[config.mk]
export PLATFORM = sky130hd
export DESIGN_NAME = fifo_page_replacement_core
export DESIGN_NICKNAME = d
export VERILOG_FILES = /design/src/sv/fprc_pkg.sv /design/src/sv/fprc_ctrl.sv /design/src/sv/fprc_dp.sv /design/src/sv/fifo_page_replacement_core.sv
export VERILOG_INCLUDE_DIRS = /design/src /design/src/sv
export SDC_FILE = /design/constraint.sdc
export NUM_CORES = 1
export LEC_CHECK = 0
export ABC_AREA = 1
export BUFFER_PORTS_ARGS = -buffer_cell sky130_fd_sc_hd__buf_2
export CAP_MARGIN = 25
export CELL_PAD_IN_SITES_DETAIL_PLACEMENT = 1
export CELL_PAD_IN_SITES_GLOBAL_PLACEMENT = 2
export CORE_MARGIN = 1
export CORE_UTILIZATION = 42
export CTS_BUF_LIST = sky130_fd_sc_hd__clkbuf_2
export CTS_CLUSTER_SIZE = 25
export DETAILED_ROUTE_END_ITERATION = 8
export MAX_ROUTING_LAYER = met4
export PLACE_DENSITY = 0.95
export SETUP_SLACK_MARGIN = 0.15
export SLEW_MARGIN = 10
export SYNTH_ARGS = -nofsm -noshare
export SYNTH_HDL_FRONTEND = slang
export SYNTH_SLANG_ARGS = --single-unit
[constraint.sdc]
create_clock -name clk -period 11.3 [get_ports clk]
set_clock_uncertainty 0.15 [all_clocks]
set_input_delay 1.695 -clock clk [delete_from_list [all_inputs] [get_ports clk]]
set_output_delay 1.695 -clock clk [all_outputs]
set_load 0.02 [all_outputs]
[src/sv/fifo_page_replacement_core_assert.svh]
// ----------------------------------------------------------------------------
// FIFO page replacement core - assertion macros
// Shared property macros for the concurrent checks at the end of the top
// level. Each expects clk and arst_n in scope.
// ----------------------------------------------------------------------------
`ifndef FIFO_PAGE_REPLACEMENT_CORE_ASSERT_SVH
`define FIFO_PAGE_REPLACEMENT_CORE_ASSERT_SVH

// Same-cycle implication, checked outside reset
`define FPRC_ASSERT_NOW(lbl, ante, cons, msg) \
	lbl: assert property (@(posedge clk) disable iff (!arst_n) (ante) |-> (cons)) \
		else $error(msg);

// Next-cycle implication, checked outside reset
`define FPRC_ASSERT_NEXT(lbl, ante, cons, msg) \
	lbl: assert property (@(posedge clk) disable iff (!arst_n) (ante) |=> (cons)) \
		else $error(msg);

`endif

[src/sv/fprc_pkg.sv]
// ----------------------------------------------------------------------------
// FIFO page replacement package
// Sizes, field layout, controller state and the command/result types shared
// by the controller, datapath and top level.
// ----------------------------------------------------------------------------
`default_nettype none

package fprc_pkg;

	// Frame store size and page tag width
	localparam int FRAMES    = 8;
	localparam int PAGE_BITS = 16;

	// Fixed port field widths
	localparam int PAGE_W = 16;
	localparam int CFG_W  = 4;
	localparam int CNT_W  = 32;

	// Derived widths
	localparam int IDX_W  = (FRAMES > 1) ? $clog2(FRAMES) : 1;
	localparam int FILL_W = $clog2(FRAMES + 1);
	localparam int LIM_W  = (FILL_W > CFG_W) ? FILL_W : CFG_W;

	// Reset value of the frame limit register
	localparam logic [CFG_W-1:0] CFG_RESET = CFG_W'(3);

	// Output beat layout
	localparam int OUT_BITS = 2 + PAGE_W + 2 * CNT_W;
	localparam int OUT_W    = ((OUT_BITS + 7) / 8) * 8;

	typedef logic [PAGE_BITS-1:0] page_t;
	typedef logic [CNT_W-1:0]     cnt_t;

	// Output register handshake state
	typedef enum logic {
		ST_EMPTY,
		ST_FULL
	} state_t;

	// Controller to datapath commands
	typedef struct packed {
		logic step;    // process the accepted reference and load the result
	} cmd_t;

	// Result of one reference
	typedef struct packed {
		cnt_t              refs;
		cnt_t              faults;
		logic [PAGE_W-1:0] ev_page;
		logic              ev_valid;
		logic              hit;
	} result_t;

endpackage

`default_nettype wire

[src/sv/fprc_ctrl.sv]
// ----------------------------------------------------------------------------
// FIFO page replacement controller
// Tracks whether the output register holds an undelivered beat and issues
// the step command for every accepted reference.
// ----------------------------------------------------------------------------
`default_nettype none

module fprc_ctrl
	import fprc_pkg::*;
(
	input  wire logic clk,
	input  wire logic arst_n,
	input  wire logic in_valid,
	output logic      in_ready,
	output logic      out_valid,
	input  wire logic out_ready,
	output cmd_t      cmd
);

	state_t state_q;
	state_t state_d;

	// State register
	always_ff @(posedge clk or negedge arst_n) begin
		if (!arst_n) begin
			state_q <= ST_EMPTY;
		end else begin
			state_q <= state_d;
		end
	end

	// Next state and outputs: a new beat may enter while the old one leaves
	always_comb begin
		state_d   = state_q;
		in_ready  = 1'b0;
		out_valid = 1'b0;
		cmd.step  = 1'b0;
		case (state_q)
			ST_EMPTY: begin
				in_ready = 1'b1;
				if (in_valid) begin
					cmd.step = 1'b1;
					state_d  = ST_FULL;
				end
			end
			ST_FULL: begin
				out_valid = 1'b1;
				in_ready  = out_ready;
				if (out_ready) begin
					if (in_valid) begin
						cmd.step = 1'b1;
					end else begin
						state_d = ST_EMPTY;
					end
				end
			end
			default: begin
				state_d = ST_EMPTY;
			end
		endcase
	end

endmodule

`default_nettype wire

[src/sv/fprc_dp.sv]
// ----------------------------------------------------------------------------
// FIFO page replacement datapath
// Frame tag store with parallel compare, fill count, round-robin victim
// pointer, saturating counters and the result register.
// ----------------------------------------------------------------------------
`default_nettype none

module fprc_dp
	import fprc_pkg::*;
(
	input  wire logic              clk,
	input  wire logic              arst_n,
	input  wire logic              cfg_wen,
	input  wire logic [CFG_W-1:0]  cfg_wdata,
	input  wire cmd_t              cmd,
	input  wire logic [PAGE_W-1:0] page_number,
	output result_t                result
);

	// Architectural state
	page_t              pages_q [FRAMES];
	logic [FRAMES-1:0]  valid_q;
	logic [IDX_W-1:0]   ptr_q;
	logic [FILL_W-1:0]  filled_q;
	cnt_t               faults_q;
	cnt_t               refs_q;
	logic [CFG_W-1:0]   limit_cfg_q;
	result_t            result_q;

	// Per-reference logic
	page_t              page;
	logic [FRAMES-1:0]  match;
	logic               hit;
	logic [LIM_W-1:0]   lim;
	logic [LIM_W-1:0]   cfg_ext;
	logic               fill_ok;
	logic [IDX_W-1:0]   victim;
	logic [IDX_W-1:0]   ptr_next;
	logic [IDX_W-1:0]   wr_idx;
	logic               ev_valid;
	page_t              ev_page;
	cnt_t               faults_next;
	cnt_t               refs_next;

	// Tag compare over all frames
	always_comb begin
		page = PAGE_BITS'(page_number);
		for (int i = 0; i < FRAMES; i++) begin
			match[i] = valid_q[i] && (pages_q[i] == page);
		end
		hit = |match;
	end

	// Effective limit: zero counts as one, clamp to store size
	always_comb begin
		cfg_ext = LIM_W'(limit_cfg_q);
		if (cfg_ext == '0) begin
			lim = LIM_W'(1);
		end else if (cfg_ext > LIM_W'(FRAMES)) begin
			lim = LIM_W'(FRAMES);
		end else begin
			lim = cfg_ext;
		end
	end

	// Placement: next free frame, else oldest frame below the limit
	always_comb begin
		fill_ok = (LIM_W'(filled_q) < lim) && (filled_q < FILL_W'(FRAMES));
		victim  = (LIM_W'(ptr_q) < lim) ? ptr_q : '0;
		if ((LIM_W'(victim) + LIM_W'(1)) >= lim) begin
			ptr_next = '0;
		end else begin
			ptr_next = victim + IDX_W'(1);
		end
		wr_idx   = fill_ok ? filled_q[IDX_W-1:0] : victim;
		ev_valid = !hit && !fill_ok && valid_q[victim];
		ev_page  = ev_valid ? pages_q[victim] : '0;
	end

	// Saturating counters
	always_comb begin
		refs_next   = (&refs_q) ? refs_q : refs_q + CNT_W'(1);
		faults_next = faults_q;
		if (!hit && !(&faults_q)) begin
			faults_next = faults_q + CNT_W'(1);
		end
	end

	// Frame tags, no reset: read only where the valid bit is set
	always_ff @(posedge clk) begin
		if (cmd.step && !hit) begin
			pages_q[wr_idx] <= page;
		end
	end

	// Control state and limit register
	always_ff @(posedge clk or negedge arst_n) begin
		if (!arst_n) begin
			valid_q     <= '0;
			ptr_q       <= '0;
			filled_q    <= '0;
			faults_q    <= '0;
			refs_q      <= '0;
			limit_cfg_q <= CFG_RESET;
		end else begin
			if (cfg_wen) begin
				limit_cfg_q <= cfg_wdata;
			end
			if (cmd.step) begin
				refs_q   <= refs_next;
				faults_q <= faults_next;
				if (!hit) begin
					valid_q[wr_idx] <= 1'b1;
					if (fill_ok) begin
						filled_q <= filled_q + FILL_W'(1);
					end else begin
						ptr_q <= ptr_next;
					end
				end
			end
		end
	end

	// Result register
	always_ff @(posedge clk) begin
		if (cmd.step) begin
			result_q.hit      <= hit;
			result_q.ev_valid <= ev_valid;
			result_q.ev_page  <= PAGE_W'(ev_page);
			result_q.faults   <= faults_next;
			result_q.refs     <= refs_next;
		end
	end

	assign result = result_q;

endmodule

`default_nettype wire

[src/sv/fifo_page_replacement_core.sv]
// ----------------------------------------------------------------------------
// FIFO page replacement core
// Takes one page reference per beat and returns one result beat per
// reference. A reference is accepted every clock while results are taken;
// it is compared against all resident frames in the cycle it is accepted,
// and its result shows on the output in the next cycle. The throughput of one
// reference per clock rests on the combinational tag compare and pointer
// update in the datapath. A stalled output holds one beat, and input is then
// taken only in a cycle in which that beat leaves. frames_in_use is written
// through cfg_wen/cfg_wdata and must only change while no beat is in flight.
// ----------------------------------------------------------------------------
`default_nettype none

`include "fifo_page_replacement_core_assert.svh"

module fifo_page_replacement_core
	import fprc_pkg::*;
(
	input  wire logic              clk,
	input  wire logic              arst_n,
	// Configuration: frames_in_use
	input  wire logic              cfg_wen,
	input  wire logic [CFG_W-1:0]  cfg_wdata,
	// Reference stream
	input  wire logic              s_tvalid,
	output logic                   s_tready,
	input  wire logic [PAGE_W-1:0] s_tdata,   // [15:0] page_number
	// Result stream
	output logic                   m_tvalid,
	input  wire logic              m_tready,
	output logic [OUT_W-1:0]       m_tdata    // [0] hit, [1] evicted_valid,
	                                          // [17:2] evicted_page,
	                                          // [49:18] fault_count,
	                                          // [81:50] reference_count, zero pad
);

	cmd_t    cmd;
	result_t result;

	fprc_ctrl u_ctrl (
		.clk       (clk),
		.arst_n    (arst_n),
		.in_valid  (s_tvalid),
		.in_ready  (s_tready),
		.out_valid (m_tvalid),
		.out_ready (m_tready),
		.cmd       (cmd)
	);

	fprc_dp u_dp (
		.clk         (clk),
		.arst_n      (arst_n),
		.cfg_wen     (cfg_wen),
		.cfg_wdata   (cfg_wdata),
		.cmd         (cmd),
		.page_number (s_tdata),
		.result      (result)
	);

	// Output beat packing
	assign m_tdata = OUT_W'(result);

	// Checks
	`FPRC_ASSERT_NOW(a_no_overrun, m_tvalid && !m_tready, !s_tready, "accept over held beat")
	`FPRC_ASSERT_NEXT(a_result_follows, s_tvalid && s_tready, m_tvalid, "accepted beat lost")
	`FPRC_ASSERT_NOW(a_evict_on_fault, m_tvalid && m_tdata[1], !m_tdata[0], "eviction on hit")
	`FPRC_ASSERT_NOW(a_faults_le_refs, m_tvalid, m_tdata[49:18] <= m_tdata[81:50],
		"fault count above reference count")

endmodule

`default_nettype wire

==> flow_summary.json, run 1 <==
{
  "final_util_pct": 47.70,
  "cap_violations": 0,
  "rows": 69,
  "drc": 6,
  "final-hold-violation-count": 0,
  "worstSkewPairLatency_ps": 1010,
  "grt_pass1_vias": 13247,
  "met3_wirelength_um": 3066,
  "drt-met1-wl_um": 21170,
  "violations": "DRC",
  "intPower_uw": 2111,
  "drive_gt1_share_pct": 17.17,
  "vias": 12795,
  "post_cts_buffers": 0,
  "crit_buf_inv": 5,
  "io_buffers": 108,
  "cpPeakStageDelay_ps": 750,
  "setup_viol_count_final": 0,
  "finalCriticalPeriod_ps": 5049,
  "r2r_slack_ps": 6250,
  "initial_utilization_pct": 42.84,
  "cp_common_cell": "nand2_1",
  "postCtsHoldBufs": 0,
  "cts.root.buffer_cell": "clkbuf_2",
  "timing.slew.headroom_pct": 33.49,
  "drv_slew": 0,
  "grt_overflow": 0,
  "grt_first_pass_wirelength_um": 74650,
  "final_cell_mix": "nand2_1, inv_1, edfxtp_1, nor2_1, clkbuf_2",
  "synth_top_cells_by_area": "edfxtp_1, dfrtp_1, nand2_1",
  "worstMarginPinSlew_ps": 994.0,
  "yosys.area.top_type": "edfxtp_1",
  "dieArea_sq_um": 37230,
  "worstSetupPathType": "register to register",
  "outcome": "finished, violations left",
  "wl_met2_um": 23160,
  "clkPwrFrac_pct": 22.0,
  "cts.sinks": 294,
  "syn_area_sq_um": 15310,
  "min_from": "u_dp.valid_q[4]",
  "area_growth_pct": 11.35,
  "ant_nets": 0,
  "pre_cts_ws_ps": 6266,
  "p_sw_uw": 1583,
  "nets": 1926,
  "synth_cell_types": 46,
  "ys_seq_area_share_pct": 54.93,
  "crit_chain": "nor3_1 > o21ai_0 > ha_1 > o21ai_1 > nand2_1 > nand3_1 > nand3_2 > buf_4 > inv_1 > buf_4 > ha_1 > xor2_1 > inv_1 > ha_1 > nand2_1 > inv_1 > o21ai_0 > nand2_1 > a31oi_1 > nand2_1 > o21ai_0",
  "rsz0062_at_grt": "no",
  "hold_depth": 1,
  "path_clk_slew_ps": 90,
  "yosysWarnings": 0,
  "r2r-start": "u_dp.cfg_ext[1]",
  "synthCells": 1732,
  "cp.arrival_ps": 5810,
  "clock.fmax_mhz": 198.1,
  "layout_commonest_cell": "nand2_1",
  "crit_path_end_kind": "register",
  "startpoint_type": "register",
  "firstDrtPassIters": 8,
  "seq_power_share_pct": 41.6,
  "cts-htree-levels": 3,
  "grt_start_max_net_pins": 117,
  "power.total_uw": 3694,
  "die_w_um": 192.9,
  "cp_max_fo": 42,
  "core_area_sq_um": 35740,
  "hold_path_end": "u_dp.valid_q[4]",
  "top_level_ports": 115,
  "period_share_pct": 44.68,
  "antenna_found_initial": 4,
  "yosysTopAreaCellShare_pct": 41.18,
  "viasPerCell": 5.281,
  "syn_avg_cell_area_sq_um": 8.841,
  "grtUsageTotal_pct": 27.67,
  "yosys_register_bits": 294,
  "crit_family": "simple AND/OR/NAND/NOR gates",
  "cts_buffers": 83,
  "hpwl_um": 33920,
  "die_height_um": 192.9,
  "top_signal_layer_used": "met4",
  "sw_frac_of_total_pct": 42.86,
  "total_leakage_power_uw": 0.007804,
  "wl_per_cell_um": 20.16,
  "vdd_ir_drop_max_v": 0.0001245,
  "p_comb_share_pct": 36.4,
  "crit_required_ps": 12060,
  "cpMaxStageDelayCell": "nand3_2",
  "final_area_sq_um": 17050,
  "clock_path_buffers": 3,
  "globalplace.congestion": 0.9788,
  "hold_path.class": "register to register",
  "layout_setup_ws_ps": 6251,
  "postRouteWirelength_um": 48840,
  "cts_tree": "built",
  "r2r_cells": 21,
  "drtIter0Drc": 784,
  "cts_resized": 0,
  "tns_ps": 0,
  "powerDensity_nw_per_um2": 216.6,
  "dpl_cell_area_sq_um": 16260,
  "reg2reg_to": "u_dp.ptr_q[1]"
}
[cells in the mapped netlist (all sizes together)]
library cell / number
nand2: 540
xor2: 60
dfstp: 2
dfrtp: 82
o21ai: 123
o221ai: 18
mux2: 4
edfxtp: 210
inv: 248
buf: 41
o211ai: 30
or2: 11
a21oi: 41
o31ai: 1
conb: 1
clkbuf: 19
ha: 13
nand3: 61
xnor2: 9
nor2: 149
a31oi: 2
nor4: 5
nand3b: 1
nand4: 36
nor3: 25
[layer usage]
metal,track usage [%],vias to the layer above
li1,-,5995
met3,5.756,99
met5,-,-
met2,43.98,413
met4,9.916,0
met1,34.96,6288
[how the worst max path moves through the flow]
stage | startpoint | slack, ps | endpoint | cells after the start
detailed placement | u_dp.cfg_ext[1] | 6270 | u_dp.ptr_q[1] | 21
global route | u_dp.cfg_ext[1] | 5700 | u_dp.ptr_q[2] | 21
CTS | u_dp.cfg_ext[1] | 6250 | u_dp.ptr_q[1] | 21
floorplan | m_tready | 5990 | u_dp.result[0] | 5
global placement | u_dp.cfg_ext[1] | 6320 | u_dp.ptr_q[1] | 21
finish | u_dp.cfg_ext[1] | 6250 | u_dp.ptr_q[1] | 21
[sequential cells by signal, summed over array words and instances (netlist names)]
register,cells
u_dp.refs_q,32
u_dp.valid_q,8
u_dp.ptr_q,3
u_dp.faults_q,32
u_dp.filled_q,4
u_dp.cfg_ext,4
u_ctrl.state_q,1
u_dp.pages_q,128
u_dp.result,82
[power groups by stage]
stage	Combinational, uW	Sequential (uW)	Clock, uW
finish	1340	1540	814
global route	1500	1560	894
CTS	1350	1540	835
global placement	1300	1550	0
floorplan	844	1610	0
detailed placement	1340	1560	0
[logic make-up (layout without fill, tap and decap cells)]
logic type / Yosys count / after routing / synth area share, %
XOR/XNOR: 69 / 69 / 3.947
AND/OR/NAND/NOR: 828 / 828 / 23.34
multiplexers: 4 / 4 / 0.2941
other: 1 / 11 / 0.02449
AO/OA/AOI/OAI: 215 / 215 / 8.155
buffers and inverters: 308 / 528 / 8.253
adder cells (fa/ha/maj): 13 / 13 / 1.062
flip-flops: 294 / 294 / 54.93
[cell type report]
type,instances,area [sq um]
Timing Repair Buffer,126,678.2
Fill cell,4353,18690
Tap cell,461,576.8
Antenna cell,5,12.51
Multi-Input combinational cell,1135,5659
Sequential cell,294,8411
Clock inverter,29,151.4
Clock buffer,125,625.6
Inverter,248,935.9
[through the flow]
stage                     cells  hold WS [ps]
after floorplan            1737         286.4
after global placement     2264         316.9
after detailed placement   2264         329.1
after CTS                  2418         340.3
after global routing       2423         333.0
final                      2423         360.9
[worst register-to-register path: stages (launching register included)]
cell and delay, ps:
dfstp_2 560, nor3_1 50, o21ai_0 390, ha_1 320, o21ai_1 70, nand2_1 70, nand3_1 120, nand3_2 750
buf_4 610, inv_1 150, buf_4 270, ha_1 220, xor2_1 140, inv_1 70, ha_1 260, nand2_1 60
inv_1 50, o21ai_0 70, nand2_1 80, a31oi_1 280, nand2_1 90, o21ai_0 160
Note: power is estimated with default switching activity, not from simulation.
==> run 2, diff against run 1 <==
Settings changed: CORE_UTILIZATION 42 to 39, PLACE_DENSITY 0.95 to 0.92.
Clock period 11.3 ns to 5.22 ns, I/O delays scaled along.
==> flow_summary.json, run 2 (synthesized netlist as in run 1, its figures left out) <==
{
  "p_comb_share_pct": 36.4,
  "hold_path.class": "input pin to register",
  "crit_path_end_kind": "register",
  "antenna_found_initial": 2,
  "cp_max_fo": 17,
  "io_buffers": 108,
  "power.total_uw": 8041,
  "wl_per_cell_um": 19.58,
  "firstDrtPassIters": 5,
  "sw_frac_of_total_pct": 42.66,
  "drv_slew": 0,
  "cts.sinks": 294,
  "final_cell_mix": "nand2_1, inv_1, edfxtp_1, nor2_1, clkbuf_2",
  "postRouteWirelength_um": 48840,
  "cts.root.buffer_cell": "clkbuf_2",
  "cp_common_cell": "nand2_1",
  "grt_start_max_net_pins": 114,
  "worstMarginPinSlew_ps": 1017,
  "worstSkewPairLatency_ps": 980,
  "tns_ps": 0,
  "drc": 0,
  "vdd_ir_drop_max_v": 0.0002431,
  "rows": 72,
  "powerDensity_nw_per_um2": 463.6,
  "clkPwrFrac_pct": 22.2,
  "largest_reg_flops": 128,
  "final_cells": 2494,
  "grt_overflow": 0,
  "drive_gt1_share_pct": 17.07,
  "vias": 12735,
  "area_growth_pct": 13.28,
  "timing.hold.ws_ps": 104.7,
  "outcome": "finished clean",
  "initial_utilization_pct": 39.62,
  "hpwl_um": 33790,
  "crit_chain": "nor3_1 > o21ai_0 > ha_1 > o21ai_1 > nand2_1 > nand3_1 > nand3_1 > inv_1 > nand2_1 > o21ai_0 > nand2_1 > nor2_1 > buf_4",
  "die_w_um": 200.1,
  "total_leakage_power_uw": 0.007905,
  "crit_required_ps": 5670,
  "cpMaxStageDelayCell": "inv_1",
  "grtUsageTotal_pct": 25.41,
  "grt_pass1_vias": 13386,
  "regMostFlops": "u_dp.pages_q",
  "path_clk_slew_ps": 100,
  "drtIter0Drc": 620,
  "p_sw_uw": 3431,
  "layout_setup_ws_ps": 1354,
  "clock.fmax_mhz": 258.6,
  "nets": 1948,
  "rsz0062_at_grt": "no",
  "cp.depth": 13,
  "viasPerCell": 5.106,
  "setup_viol_count_final": 0,
  "dieArea_sq_um": 40060,
  "core_area_sq_um": 38650,
  "die_height_um": 200.1,
  "cap_violations": 0,
  "seq_power_share_pct": 41.4,
  "grt_first_pass_wirelength_um": 76020,
  "post_cts_buffers": 0,
  "dp_cells": 2322,
  "crit_family": "simple AND/OR/NAND/NOR gates",
  "top_level_ports": 115,
  "r2r_cells": 13,
  "period_share_pct": 74.07,
  "finalCriticalPeriod_ps": 3866,
  "layout_commonest_cell": "nand2_1",
  "ant_nets": 0,
  "cts_tree": "built",
  "intPower_uw": 4611,
  "worstSetupPathType": "register to register",
  "timing.slew.headroom_pct": 32.23,
  "pre_cts_ws_ps": 1348,
  "startpoint_type": "register",
  "final-hold-violation-count": 0,
  "hold_depth": 1,
  "fill_cells": 4683,
  "cpPeakStageDelay_ps": 590,
  "cts_buffers": 81,
  "crit_buf_inv": 2,
  "cp.arrival_ps": 4320,
  "globalplace.congestion": 0.9537,
  "cts-htree-levels": 3,
  "clock_path_buffers": 3
}
## run 2: changes by cell type in the layout (fill, tap and decap cells not counted), sizes merged
cell,before,now
bufinv,1,2
clkinv,23,20
inv,251,250
dlygate4sd3,0,23
clkbuf,125,122
buf,126,127
diode,5,2
clkinvlp,2,1
## run 2: what timing repair did
action,in CTS,in global routing
gates resized for setup,0,0
hold buffers,23,0
endpoints found under the hold margin,125,0
## run 2: worst paths after layout
path                       slack [ps]       startpoint                 end
max reg2reg                      1350  u_dp.cfg_ext[1]  u_dp.pages_q[7][7]
min in group asynchronous         290           arst_n     u_dp.refs_q[22]
max in group asynchronous        3760           arst_n      u_dp.refs_q[7]
max                              1350  u_dp.cfg_ext[1]  u_dp.pages_q[7][7]
min reg2reg                       380  u_dp.valid_q[3]     u_dp.valid_q[3]
min                               100       s_tdata[1]  u_dp.pages_q[3][1]
## run 2: per-stage QoR
stage | utilization (%) | cell area, sq um
final | 44.88 | 17350
after global routing | 44.88 | 17350
after CTS | 44.87 | 17340
after detailed placement | 42.28 | 16340
after global placement | 42.28 | 16340
after floorplan | - | 15330
## run 2: metal layers
metal	vias to the layer above	share of wire, %	GRT usage, %
li1	6037	-	-
met1	6236	43	31.32
met2	369	48	40.75
met3	93	6.9	5.939
met4	0	2.7	9.038
met5	-	0	-
## run 2: final cells by class
type	count	area (sq um)	share of cell area (%)
Sequential cell	294	8411	48.49
Multi-Input combinational cell	1135	5659	32.63
Inverter	248	935.9	5.396
Timing Repair Buffer	150	915.9	5.280
Tap cell	518	648.1	3.737
Clock buffer	122	610.6	3.520
Clock inverter	25	160.2	0.9233
Antenna cell	2	5.005	0.02885
## run 2: power groups by stage
stage	clock network [uW]	logic (uW)	registers, uW
4_1_cts	1840	2950	3330
6_report	1780	2930	3330
2_1_floorplan	0	1830	3480
5_1_grt	1940	3270	3380
3_5_place_dp	0	2910	3380
3_3_place_gp	0	2820	3370
